## src/rtl/core/bce_pkg.sv

```systemverilog
// Shared types, constants and codes for the battery charge estimator.
`timescale 1ns / 1ps
package bce_pkg;

  localparam int ADC_W   = 10;
  localparam int LEVEL_W = 3;
  localparam int MV_W    = 14;
  localparam int PCT_W   = 7;

  localparam int WINDOW  = 10;
  localparam int WIN_W   = (WINDOW > 1) ? $clog2(WINDOW) : 1;

  // mV = adc * 3300 / 256
  localparam int MV_NUM   = 3300;
  localparam int MV_SHIFT = 8;
  localparam int PROD_W   = ADC_W + 12;

  localparam int PCT_MAX  = 100;
  localparam int REM_W    = 21;
  localparam int KCNT_W   = $clog2(PCT_W);

  localparam int CFG_IDX_W  = 3;
  localparam int CFG_DATA_W = MV_W;

  typedef enum logic [CFG_IDX_W-1:0] {
    REG_HEAVY_LEVEL_A  = 3'd0,
    REG_HEAVY_LEVEL_B  = 3'd1,
    REG_FULL_MV_HEAVY  = 3'd2,
    REG_EMPTY_MV_HEAVY = 3'd3,
    REG_FULL_MV_LIGHT  = 3'd4,
    REG_EMPTY_MV_LIGHT = 3'd5
  } cfg_reg_t;

  typedef enum logic [2:0] {
    S_IDLE,
    S_CHECK,
    S_SETUP,
    S_DIV,
    S_WRITE,
    S_SCAN,
    S_DONE
  } state_t;

  typedef struct packed {
    logic load;
    logic keep_level;
    logic setup;
    logic div_step;
    logic write;
    logic scan_step;
    logic publish;
  } cmd_t;

  typedef struct packed {
    logic same_level;
    logic need_div;
    logic div_last;
    logic scan_last;
    logic out_free;
  } sts_t;

endpackage

```

## src/rtl/core/bce_if.sv

```systemverilog
// Sample and result channel interfaces.
`timescale 1ns / 1ps
interface bce_sample_if;
  logic                          valid;
  logic                          ready;
  logic [bce_pkg::ADC_W-1:0]     adc_sample;
  logic [bce_pkg::LEVEL_W-1:0]   level_code;

  modport source (output valid, output adc_sample, output level_code, input ready);
  modport sink   (input valid, input adc_sample, input level_code, output ready);
endinterface

interface bce_result_if;
  logic                          valid;
  logic                          ready;
  logic [bce_pkg::MV_W-1:0]      battery_mv;
  logic [bce_pkg::PCT_W-1:0]     charge_percent;
  logic                          charge_updated;

  modport source (output valid, output battery_mv, output charge_percent,
                  output charge_updated, input ready);
  modport sink   (input valid, input battery_mv, input charge_percent,
                  input charge_updated, output ready);
endinterface

```

## src/rtl/core/battery_charge_estimator_core.sv

```systemverilog
// Top level of the battery charge estimator: sequencer plus datapath.
`timescale 1ns / 1ps
// Flow: a word whose level code changed goes from the check straight to the output;
//   otherwise setup, the 7-step percent divider (skipped when setup finds a
//   clamped or zero-span percent), the window write and the max scan follow.
// One word at a time; the next word is taken the cycle after the result is
//   loaded into the output register, which waits until that register is free.
// Reset (rst, synchronous): config to defaults; window, level, held, output clear.
module battery_charge_estimator_core (
  input  logic                           clk,
  input  logic                           rst,
  bce_sample_if.sink                     sample,
  bce_result_if.source                   result,
  input  logic                           cfg_we,
  input  logic [bce_pkg::CFG_IDX_W-1:0]  cfg_index,
  input  logic [bce_pkg::CFG_DATA_W-1:0] cfg_data
);
  import bce_pkg::*;

  cmd_t cmd;
  sts_t sts;

  // The sequencer walks check, setup, divide, window write and scan; the
  // datapath owns every data register and reports counters and compares back.
  bce_ctrl u_ctrl (
    .clk      (clk),
    .rst      (rst),
    .in_valid (sample.valid),
    .in_ready (sample.ready),
    .sts      (sts),
    .cmd      (cmd)
  );

  // Output register sits in the datapath, so a finished word can wait on
  // result.ready while the next sample is already accepted and processed.
  bce_datapath u_dp (
    .clk       (clk),
    .rst       (rst),
    .cfg_we    (cfg_we),
    .cfg_index (cfg_index),
    .cfg_data  (cfg_data),
    .in_adc    (sample.adc_sample),
    .in_level  (sample.level_code),
    .cmd       (cmd),
    .sts       (sts),
    .out_valid (result.valid),
    .out_ready (result.ready),
    .out_mv    (result.battery_mv),
    .out_pct   (result.charge_percent),
    .out_upd   (result.charge_updated)
  );

  a_in_idle: assert property (@(posedge clk) disable iff (rst)
    sample.valid && sample.ready |=> !sample.ready)
    else $error("second word accepted while one is in work");

  a_out_range: assert property (@(posedge clk) disable iff (rst)
    result.valid |-> result.charge_percent <= PCT_W'(PCT_MAX))
    else $error("charge percent above full scale");

  a_out_hold: assert property (@(posedge clk) disable iff (rst)
    result.valid && !result.ready |=> result.valid && $stable(result.battery_mv) &&
      $stable(result.charge_percent) && $stable(result.charge_updated))
    else $error("result word changed while waiting");

endmodule

```

## src/rtl/core/bce_ctrl.sv

```systemverilog
// Sequencer for the charge estimator: issues datapath commands per word.
`timescale 1ns / 1ps
module bce_ctrl (
  input  logic           clk,
  input  logic           rst,
  input  logic           in_valid,
  output logic           in_ready,
  input  bce_pkg::sts_t  sts,
  output bce_pkg::cmd_t  cmd
);
  import bce_pkg::*;

  state_t state, state_next;

  always_ff @(posedge clk) begin
    if (rst) begin
      state <= S_IDLE;
    end else begin
      state <= state_next;
    end
  end

  always_comb begin
    state_next = state;
    cmd        = '0;
    in_ready   = 1'b0;
    unique case (state)
      S_IDLE: begin
        in_ready = 1'b1;
        if (in_valid) begin
          cmd.load   = 1'b1;
          state_next = S_CHECK;
        end
      end
      S_CHECK: begin
        if (sts.same_level) begin
          state_next = S_SETUP;
        end else begin
          cmd.keep_level = 1'b1;
          state_next     = S_DONE;
        end
      end
      S_SETUP: begin
        cmd.setup  = 1'b1;
        state_next = S_DIV;
      end
      S_DIV: begin
        // setup already resolved clamped and zero-span cases
        if (sts.need_div) begin
          cmd.div_step = 1'b1;
          if (sts.div_last) state_next = S_WRITE;
        end else begin
          state_next = S_WRITE;
        end
      end
      S_WRITE: begin
        cmd.write  = 1'b1;
        state_next = S_SCAN;
      end
      S_SCAN: begin
        cmd.scan_step = 1'b1;
        if (sts.scan_last) state_next = S_DONE;
      end
      S_DONE: begin
        if (sts.out_free) begin
          cmd.publish = 1'b1;
          state_next  = S_IDLE;
        end
      end
      default: begin
        state_next = S_IDLE;
      end
    endcase
  end

  a_one_cmd: assert property (@(posedge clk) disable iff (rst)
    $onehot0(cmd))
    else $error("more than one datapath command in a cycle");

  a_check_after_load: assert property (@(posedge clk) disable iff (rst)
    cmd.load |=> state == S_CHECK)
    else $error("load not followed by level check");

  a_publish_ends: assert property (@(posedge clk) disable iff (rst)
    cmd.publish |=> in_ready)
    else $error("not ready for a new word after publishing");

endmodule

```

## src/rtl/core/bce_datapath.sv

```systemverilog
// Datapath: config registers, mV scaling, percent divider, window and max scan.
`timescale 1ns / 1ps
module bce_datapath (
  input  logic                          clk,
  input  logic                          rst,
  input  logic                          cfg_we,
  input  logic [bce_pkg::CFG_IDX_W-1:0] cfg_index,
  input  logic [bce_pkg::CFG_DATA_W-1:0] cfg_data,
  input  logic [bce_pkg::ADC_W-1:0]     in_adc,
  input  logic [bce_pkg::LEVEL_W-1:0]   in_level,
  input  bce_pkg::cmd_t                 cmd,
  output bce_pkg::sts_t                 sts,
  output logic                          out_valid,
  input  logic                          out_ready,
  output logic [bce_pkg::MV_W-1:0]      out_mv,
  output logic [bce_pkg::PCT_W-1:0]     out_pct,
  output logic                          out_upd
);
  import bce_pkg::*;

  // configuration
  logic [LEVEL_W-1:0] heavy_a, heavy_b;
  logic [MV_W-1:0]    full_heavy, empty_heavy, full_light, empty_light;

  // state
  logic [LEVEL_W-1:0] prev_level;
  logic [PCT_W-1:0]   win [WINDOW];
  logic [WIN_W-1:0]   wpos;
  logic [PCT_W-1:0]   held;

  // working registers
  logic [LEVEL_W-1:0] level_r;
  logic [MV_W-1:0]    mv_r;
  logic [MV_W-1:0]    span_r;
  logic [REM_W-1:0]   rem;
  logic [KCNT_W-1:0]  kcnt;
  logic               need_div;
  logic [PCT_W-1:0]   pct_r;
  logic [WIN_W-1:0]   scan_idx;
  logic [PCT_W-1:0]   best;
  logic               upd_r;

  logic [PROD_W-1:0]  prod;
  logic [MV_W-1:0]    full_sel, empty_sel;
  logic [MV_W:0]      span, num;
  logic               span_pos, num_pos, num_lt;
  logic [REM_W:0]     trial;
  logic [PCT_W-1:0]   cur, max_now;

  assign prod = PROD_W'(in_adc) * PROD_W'(MV_NUM);

  always_comb begin
    if (level_r == heavy_a || level_r == heavy_b) begin
      full_sel  = full_heavy;
      empty_sel = empty_heavy;
    end else begin
      full_sel  = full_light;
      empty_sel = empty_light;
    end
  end

  // 15-bit two's complement differences; the top bit is the sign
  assign span     = {1'b0, full_sel} - {1'b0, empty_sel};
  assign num      = {1'b0, mv_r} - {1'b0, empty_sel};
  assign span_pos = !span[MV_W] && (span[MV_W-1:0] != '0);
  assign num_pos  = !num[MV_W] && (num[MV_W-1:0] != '0);
  assign num_lt   = num[MV_W-1:0] < span[MV_W-1:0];

  // one restoring quotient bit per step, MSB first
  assign trial = {1'b0, rem} - ({1'b0, REM_W'(span_r)} << kcnt);

  assign cur     = win[scan_idx];
  assign max_now = (cur > best) ? cur : best;

  assign sts.same_level = (level_r == prev_level);
  assign sts.need_div   = need_div;
  assign sts.div_last   = (kcnt == '0);
  assign sts.scan_last  = (scan_idx == WIN_W'(WINDOW - 1));
  assign sts.out_free   = !out_valid || out_ready;

  // control and architectural state
  always_ff @(posedge clk) begin
    if (rst) begin
      heavy_a     <= LEVEL_W'(2);
      heavy_b     <= LEVEL_W'(3);
      full_heavy  <= MV_W'(7700);
      empty_heavy <= MV_W'(5900);
      full_light  <= MV_W'(8200);
      empty_light <= MV_W'(6000);
      prev_level  <= '0;
      wpos        <= '0;
      held        <= '0;
      out_valid   <= 1'b0;
      for (int i = 0; i < WINDOW; i++) win[i] <= '0;
    end else begin
      if (cfg_we) begin
        unique case (cfg_index)
          REG_HEAVY_LEVEL_A:  heavy_a     <= cfg_data[LEVEL_W-1:0];
          REG_HEAVY_LEVEL_B:  heavy_b     <= cfg_data[LEVEL_W-1:0];
          REG_FULL_MV_HEAVY:  full_heavy  <= cfg_data;
          REG_EMPTY_MV_HEAVY: empty_heavy <= cfg_data;
          REG_FULL_MV_LIGHT:  full_light  <= cfg_data;
          REG_EMPTY_MV_LIGHT: empty_light <= cfg_data;
          default: ;
        endcase
      end
      if (cmd.keep_level) prev_level <= level_r;
      if (cmd.write) begin
        win[wpos] <= pct_r;
        wpos      <= (wpos == WIN_W'(WINDOW - 1)) ? '0 : wpos + 1'b1;
      end
      if (cmd.scan_step && sts.scan_last) held <= max_now;
      if (cmd.publish) begin
        out_valid <= 1'b1;
      end else if (out_ready) begin
        out_valid <= 1'b0;
      end
    end
  end

  // payload
  always_ff @(posedge clk) begin
    if (cmd.load) begin
      level_r <= in_level;
      mv_r    <= prod[MV_SHIFT +: MV_W];
      upd_r   <= 1'b0;
    end
    if (cmd.setup) begin
      span_r   <= span[MV_W-1:0];
      rem      <= REM_W'(num[MV_W-1:0]) * REM_W'(PCT_MAX);
      kcnt     <= KCNT_W'(PCT_W - 1);
      need_div <= span_pos && num_pos && num_lt;
      pct_r    <= (span_pos && num_pos && !num_lt) ? PCT_W'(PCT_MAX) : '0;
    end
    if (cmd.div_step) begin
      if (!trial[REM_W]) begin
        rem         <= trial[REM_W-1:0];
        pct_r[kcnt] <= 1'b1;
      end
      kcnt <= kcnt - 1'b1;
    end
    if (cmd.write) begin
      scan_idx <= '0;
      best     <= '0;
      upd_r    <= 1'b1;
    end
    if (cmd.scan_step) begin
      best     <= max_now;
      scan_idx <= scan_idx + 1'b1;
    end
    if (cmd.publish) begin
      out_mv  <= mv_r;
      out_pct <= (cmd.scan_step && sts.scan_last) ? max_now : held;
      out_upd <= upd_r;
    end
  end

  a_held_range: assert property (@(posedge clk) disable iff (rst)
    held <= PCT_W'(PCT_MAX))
    else $error("held charge above full scale");

  a_div_range: assert property (@(posedge clk) disable iff (rst)
    cmd.div_step && sts.div_last |=> pct_r < PCT_W'(PCT_MAX))
    else $error("divider quotient out of range");

  a_write_marks: assert property (@(posedge clk) disable iff (rst)
    cmd.write |=> upd_r && win[$past(wpos)] == $past(pct_r))
    else $error("window write lost");

endmodule

```

## src/flat_wrapper.sv

```systemverilog
// flat-port wrapper written by rule: the top's interface ports become plain ports
module battery_charge_estimator_core_flat import bce_pkg::*;
  (clk, rst, cfg_we, cfg_index, cfg_data, sample_valid, sample_adc_sample, sample_level_code, sample_ready, result_valid, result_battery_mv, result_charge_percent, result_charge_updated, result_ready);
  bce_sample_if sample_i ();
  bce_result_if result_i ();
  input  logic clk;
  input  logic rst;
  input  logic cfg_we;
  input  logic [bce_pkg::CFG_IDX_W-1:0] cfg_index;
  input  logic [bce_pkg::CFG_DATA_W-1:0] cfg_data;
  input wire logic [$bits(sample_i.valid)-1:0] sample_valid;
  input wire logic [$bits(sample_i.adc_sample)-1:0] sample_adc_sample;
  input wire logic [$bits(sample_i.level_code)-1:0] sample_level_code;
  output wire logic [$bits(sample_i.ready)-1:0] sample_ready;
  output wire logic [$bits(result_i.valid)-1:0] result_valid;
  output wire logic [$bits(result_i.battery_mv)-1:0] result_battery_mv;
  output wire logic [$bits(result_i.charge_percent)-1:0] result_charge_percent;
  output wire logic [$bits(result_i.charge_updated)-1:0] result_charge_updated;
  input wire logic [$bits(result_i.ready)-1:0] result_ready;
  assign sample_i.valid = sample_valid;
  assign sample_i.adc_sample = sample_adc_sample;
  assign sample_i.level_code = sample_level_code;
  assign sample_ready = sample_i.ready;
  assign result_valid = result_i.valid;
  assign result_battery_mv = result_i.battery_mv;
  assign result_charge_percent = result_i.charge_percent;
  assign result_charge_updated = result_i.charge_updated;
  assign result_i.ready = result_ready;
  battery_charge_estimator_core u_core (.clk(clk), .rst(rst), .sample(sample_i), .result(result_i), .cfg_we(cfg_we), .cfg_index(cfg_index), .cfg_data(cfg_data));
endmodule
```

## config.mk

```make
export PLATFORM = sky130hd
export DESIGN_NAME = battery_charge_estimator_core_flat
export DESIGN_NICKNAME = d
export VERILOG_FILES = /design/src/rtl/core/bce_pkg.sv /design/src/rtl/core/bce_if.sv /design/src/rtl/core/battery_charge_estimator_core.sv /design/src/rtl/core/bce_ctrl.sv /design/src/rtl/core/bce_datapath.sv /design/src/flat_wrapper.sv
export SDC_FILE = /design/constraint.sdc
export NUM_CORES = 1
export LEC_CHECK = 0
export ABC_AREA = 1
export BUFFER_PORTS_ARGS = -buffer_cell sky130_fd_sc_hd__buf_2
export CAP_MARGIN = 15
export CELL_PAD_IN_SITES_DETAIL_PLACEMENT = 1
export CELL_PAD_IN_SITES_GLOBAL_PLACEMENT = 1
export CORE_MARGIN = 8
export CORE_UTILIZATION = 52
export CTS_CLUSTER_SIZE = 14
export DETAILED_ROUTE_END_ITERATION = 16
export PLACE_DENSITY = 0.91
export SETUP_SLACK_MARGIN = 0.2
export SLEW_MARGIN = 20
export SYNTH_ARGS = -nofsm -noshare
export SYNTH_HDL_FRONTEND = slang
export SYNTH_SLANG_ARGS = --single-unit
```

## constraint.sdc

```tcl
create_clock -name clk -period 11 [get_ports clk]
set_input_delay 2.2 -clock clk [delete_from_list [all_inputs] [get_ports clk]]
set_output_delay 2.2 -clock clk [all_outputs]
set_load 0.03 [all_outputs]
```

; ---- After elaboration in Yosys (flattened, before gate mapping)
; Memory sizes are Yosys's and may differ from the RTL's. A register that Yosys moved wholly into a read port is not among the register bits.
; Cells that the tools add are included.
[word_totals]
reg_bits = 177
mem_bits_rw = 70
inputBits = 35
mem_count = 1
[classes]
n_addsub = 6
multipliers = 2
n_lt_le_gt_ge = 4
eq_ne = 20
n_shift = 1
mux = 50
n_bitwise = 1
reduce_logical = 29
[mem_list]
columns = memory, depth, word_bits, rd, rd_ports_with_merged_regs, write_ports, line
row1 = u_core.u_dp.win, 10, 7, 1, 1, 10, bce_datapath.sv:27  ; logic [PCT_W-1:0] win [WINDOW];
[ops]
columns = cell, n
row1 = 21-bit 2-to-1 mux, 3
row2 = 7-bit 2-to-1 mux, 9
row3 = 14-bit by 14-bit subtractor with 15-bit output, 2
row4 = 14-bit 2-to-1 mux, 2
row5 = 14-bit nonzero test, 2
row6 = 3-bit 2-to-1 mux, 8
row7 = 14-bit by 3-bit left shift with 22-bit output, 1
row8 = 21-bit by 22-bit subtractor with 22-bit output, 1
row9 = 1-bit 2-to-1 mux, 21
row10 = 3-bit one-hot mux with 7 select lines, 1
row11 = 10-bit by 10-bit multiplier with 20-bit output (second input constant), 1
row12 = 4-bit 2-to-1 mux, 5
row13 = 14-bit by 5-bit multiplier with 19-bit output (second input constant), 1
row14 = 3-bit equality test (second input constant), 5
row15 = 14-bit less-than comparator, 1
row16 = 3-bit by 2-bit equality test with 1-bit output (second input constant), 4
row17 = 2-bit AND reduction, 6
row18 = 3-bit equality test, 3
row19 = 3-bit logical NOT, 3
row20 = 4-bit by 1-bit adder with 4-bit output (second input constant), 2
row21 = 4-bit equality test (second input constant), 2
row22 = 7-bit greater-than comparator, 1
row23 = 1-bit logical AND, 7
row24 = 7-bit bitwise OR, 1
row25 = 13 further kinds, 21

; ---- Logic depth before layout (Yosys ltp)
[logic_depth]
depth_word = 13
mapped_depth = 39
mapped_depth_nobuf = 37

; ---- Hierarchy
; Synthesis repeated with hierarchy kept, for this count alone.
[unflattened]
cells_unflattened = 2237
area_unflattened_um2 = 18970.7
[modules_own_cells]
columns = module, instances, cells_each, area_each_um2, seq_area_each_um2
row1 = bce_datapath, 1, 2182, 18679.2, 7607.3
row2 = bce_ctrl, 1, 55, 291.5, 60.1

; ---- Least setup slack after synthesis
; OpenSTA, ideal clock, no wires.
[synth_timing]
kind = input-to-reg
startpoint = input port sample_adc_sample[2]
endpoint = register u_core.u_dp.mv_r[13] (data pin)
setup_ns = 0.266
arrival_ns = 5.842
setup_slack_ns = 4.892
stages = 15
path_buffers = 0
path_cell_list = ha_1 -> inv_1 -> fa_1 -> inv_1 -> fa_1 -> fa_1 -> ha_1 -> ha_1 -> a21oi_1 -> o21ai_0 -> a21oi_1 -> o21ai_0 -> a21oi_1 -> o221ai_1 -> xor2_1
[synth_between]
elab_chain_len = 1
[synth_lines]
columns = item, line
row1 = start: declaration, flat_wrapper.sv:12  ; input wire logic [$bits(sample_i.adc_sample)-1:0] sample_adc_sample;
row2 = 10-bit by 10-bit multiplier with 20-bit output, bce_datapath.sv:50  ; assign prod = PROD_W'(in_adc) * PROD_W'(MV_NUM);
row3 = named net u_core.u_dp.prod[21], bce_datapath.sv:43  ; logic [PROD_W-1:0] prod;
row4 = end signal: assignment, bce_datapath.sv:125  ; mv_r <= prod[MV_SHIFT +: MV_W];
row5 = end: declaration, bce_datapath.sv:33  ; logic [MV_W-1:0] mv_r;
; The timed path passes the listed nets, and every way through them passes these cells.
; A chain may end at the register's enable or synchronous reset.

; ---- Worst setup path in the final report
[layout_timing]
startpoint = register u_core.u_dp.level_r[2]
endpoint = register u_core.u_dp.rem[20]
[layout_between]
elab_chain_len = 8
elab_cells_between_ends = 9
[layout_lines]
columns = item, line
row1 = start: declaration, bce_datapath.sv:32  ; logic [LEVEL_W-1:0] level_r;
row2 = start signal: assignment, bce_datapath.sv:124  ; level_r <= in_level;
row3 = 3-bit equality test, bce_datapath.sv:53  ; if (level_r == heavy_a || level_r == heavy_b) begin
row4 = 1-bit logical OR *, bce_datapath.sv:53
row5 = 14-bit 2-to-1 mux *, bce_datapath.sv:53
row6 = 14-bit by 14-bit subtractor with 15-bit output *, bce_datapath.sv:64  ; assign num = {1'b0, mv_r} - {1'b0, empty_sel};
row7 = 14-bit by 5-bit multiplier with 19-bit output *, bce_datapath.sv:130  ; rem <= REM_W'(num[MV_W-1:0]) * REM_W'(PCT_MAX);
row8 = 21-bit 2-to-1 mux *, bce_datapath.sv:128  ; if (cmd.setup) begin
row9 = 21-bit 2-to-1 mux, bce_datapath.sv:136  ; if (!trial[REM_W]) begin
row10 = 21-bit 2-to-1 mux *, bce_datapath.sv:135  ; if (cmd.div_step) begin
row11 = end signal: assignment, bce_datapath.sv:130
row12 = end signal: assignment, bce_datapath.sv:137  ; rem <= trial[REM_W-1:0];
row13 = end: declaration, bce_datapath.sv:35  ; logic [REM_W-1:0] rem;
; Every way passes the cells marked *; elsewhere a longest branch is shown, timed or not.

==> results_dict.tcl <==
set metrics [dict create \
    start_util 0.528 \
    grt_max_degree 85 \
    clk_latency_ns 0.56 \
    fin_util 0.579 \
    syn-cell-area_um2 18800 \
    ioPinCount 59 \
    ys_seq_area_frac 0.409 \
    synthArstFlopShare 0 \
    synth.avg_cell_area_um2 8.44 \
    synth_top_family_by_area "simple AND/OR/NAND/NOR gates" \
    grt_pass1_wl_um 91500 \
    cp.required_ns 11.44 \
    rsz0062_at_grt "no" \
    gr-usage-all-layers 0.270 \
    grt_pass1_vias 17411 \
    syn_to_final_growth_pct 9.66 \
    status "finished, final reports clean" \
    vias 15915 \
    finalCritPeriodShare 0.613 \
    arrival_ns 7.18 \
    clkSlewWorstSetupHoldPaths_ns 0.05 \
    gp_congestion 0.883 \
    cts_setup_buffers 0 \
    design_area_um2 20600 \
    nets 2507 \
    fin_worst_skew_ns 0.0349 \
    hpwlAfterDp_um 42200 \
    end_kind "register" \
    numCtsBuffers 35 \
    first_iter_violations 951 \
    synth-simple-area-share 0.189 \
    chipHeight_um 206 \
    slew_violations 0 \
    synth_fa_ha_area_frac 0.151 \
    finalSetupTns_ns 0 \
    cp_slowest_stage_delay_ns 0.65 \
    antenna_found_initial 1 \
    synthCells 2223 \
    die_w_um 206 \
    synth_seq_cells 293 \
    slew_headroom 0.288 \
    num_rows 69 \
    drv_cap 0 \
    ys_types 55 \
    place_area_um2 19400 \
    startpoint_type "register" \
    die_area_um2 42400 \
    cts_max_path_buffers 3 \
    io_buffers 58 \
    synth_xor_area_frac 0.0271 \
    synth_edf_count 180 \
    critPathMaxFanout 42 \
    ys.warnings.count 0 \
    drt_first_pass_iters 5 \
    tightest_slew_ns 1.07 \
    syn_nets 2466 \
    critPathKind "register to register" \
    synthFlopType "edfxtp_1" \
    cts.sinks 293 \
    final_common_cell "nand2_1" \
    cts-resized-gates 0 \
    wirelength_um 57200 \
    drive_above_1_share 0.0904 \
    cts_hold_buf 0 \
    clock-root-buffer "clkbuf_16" \
    wire_per_inst_um 20.8 \
    grt-ovfl-total 0 \
    setup_violations 0 \
    synth_top_cell_by_area "edfxtp_1" \
    synth.area.mux_share 0.0239 \
    core_um2 35600 \
    hold_path.class "register to register" \
    drc_errors 0 \
    ant_nets 0 \
    viasPerCell 5.79 \
    cp_slowest_cell "nand2_4" \
    cts_tree "built" \
    final.min_clock_period_ns 6.74 \
    reg2reg_depth 34 \
    synth_top_area_frac 0.288 \
    synth-compound-area-share 0.121 \
    h-tree-depth 2 \
    fmax_ghz 0.148 \
    hold_violations 0 \
    final_cell_mix "nand2_1, inv_1, nor2_1" \
    yosys-top-cells-area "edfxtp_1, dfxtp_1, ha_1" \
    whs_path_depth 2 \
]
[metal layers]
| layer | global-route usage | part of all wire | up-vias |
|---|---|---|---|
| li1 | - | - | 7491 |
| met1 | 0.306 | 0.39 | 7771 |
| met2 | 0.483 | 0.51 | 457 |
| met3 | 0.0415 | 0.048 | 196 |
| met4 | 0.145 | 0.055 | 0 |
| met5 | 0 | 0 | - |
[final timing paths]
| path | startpoint | endpoint | slack, ns |
|---|---|---|---|
| worst max-delay path | u_core.u_dp.level_r[2] | u_core.u_dp.rem[20] | 4.26 |
| worst min-delay path | u_core.u_dp.full_light[13] | u_core.u_dp.full_light[13] | 0.46 |
| worst max register to register | u_core.u_dp.level_r[2] | u_core.u_dp.rem[20] | 4.26 |
| worst min register to register | u_core.u_dp.full_light[13] | u_core.u_dp.full_light[13] | 0.46 |
[area by class of cell]
| class | count | area (um2) |
|---|---|---|
| clock buffers | 44 | 950 |
| flip-flops and latches | 293 | 7670 |
| fillers | 4236 | 15000 |
| repair buffers | 66 | 350 |
| multi-input cells | 1544 | 9630 |
| well taps | 461 | 577 |
| inverters | 324 | 1220 |
| clock inverters | 18 | 189 |
| diodes | 1 | 2.50 |
[Yosys cell counts (37+ instances only)]
library cell / n
o21ai_0: 165
dfxtp_1: 113
o211ai_1: 38
inv_1: 312
edfxtp_1: 180
ha_1: 177
nor2_1: 225
mux2i_1: 37
nand3_1: 88
a21oi_1: 137
clkbuf_1: 49
nand2_1: 409
[logic make-up after synthesis]
group / count (synthesis)
compound gates: 406
simple gates: 828
mux: 44
flops: 293
xor+xnor: 58
fa+ha+maj: 208
buf+inv: 386
[metrics by stage]
step           hold WS, ns  setup WS (ns)  cells
6_report             0.458           4.26   2751
5_1_grt              0.480           3.67   2750
4_1_cts              0.458           4.27   2750
3_5_place_dp         0.445           4.33   2688
3_3_place_gp         0.434           4.46   2688
2_1_floorplan        0.402           4.89   2223
[critical path, delay by kind of cell (launching register included)]
family | cells | cell delay, ns
fa+ha+maj | 6 | 1.86
buf+inv | 5 | 0.25
simple gates | 13 | 2.10
flops | 1 | 0.48
xor+xnor | 2 | 0.64
compound gates | 8 | 1.29
[sequential cells by signal, summed over array words and instances, names as in the netlist, 4 cells and up, named ones only]
register                 flops
u_core.u_dp.empty_heavy     14
u_core.u_dp.out_pct          7
u_core.u_dp.held             7
u_core.u_dp.win            112
u_core.u_dp.pct_r            7
u_core.u_dp.mv_r            14
u_core.u_dp.out_mv          14
u_core.u_dp.scan_idx         4
u_core.u_dp.wpos             4
u_core.u_dp.rem             21
u_core.u_dp.best             7
u_core.u_dp.full_light      14
u_core.u_dp.span_r          14
u_core.u_dp.empty_light     14
u_core.u_dp.full_heavy      14
Power is left out: the tool's default activity adds up to more than one toggle a clock period on the data nets, which glitch-free logic cannot reach.
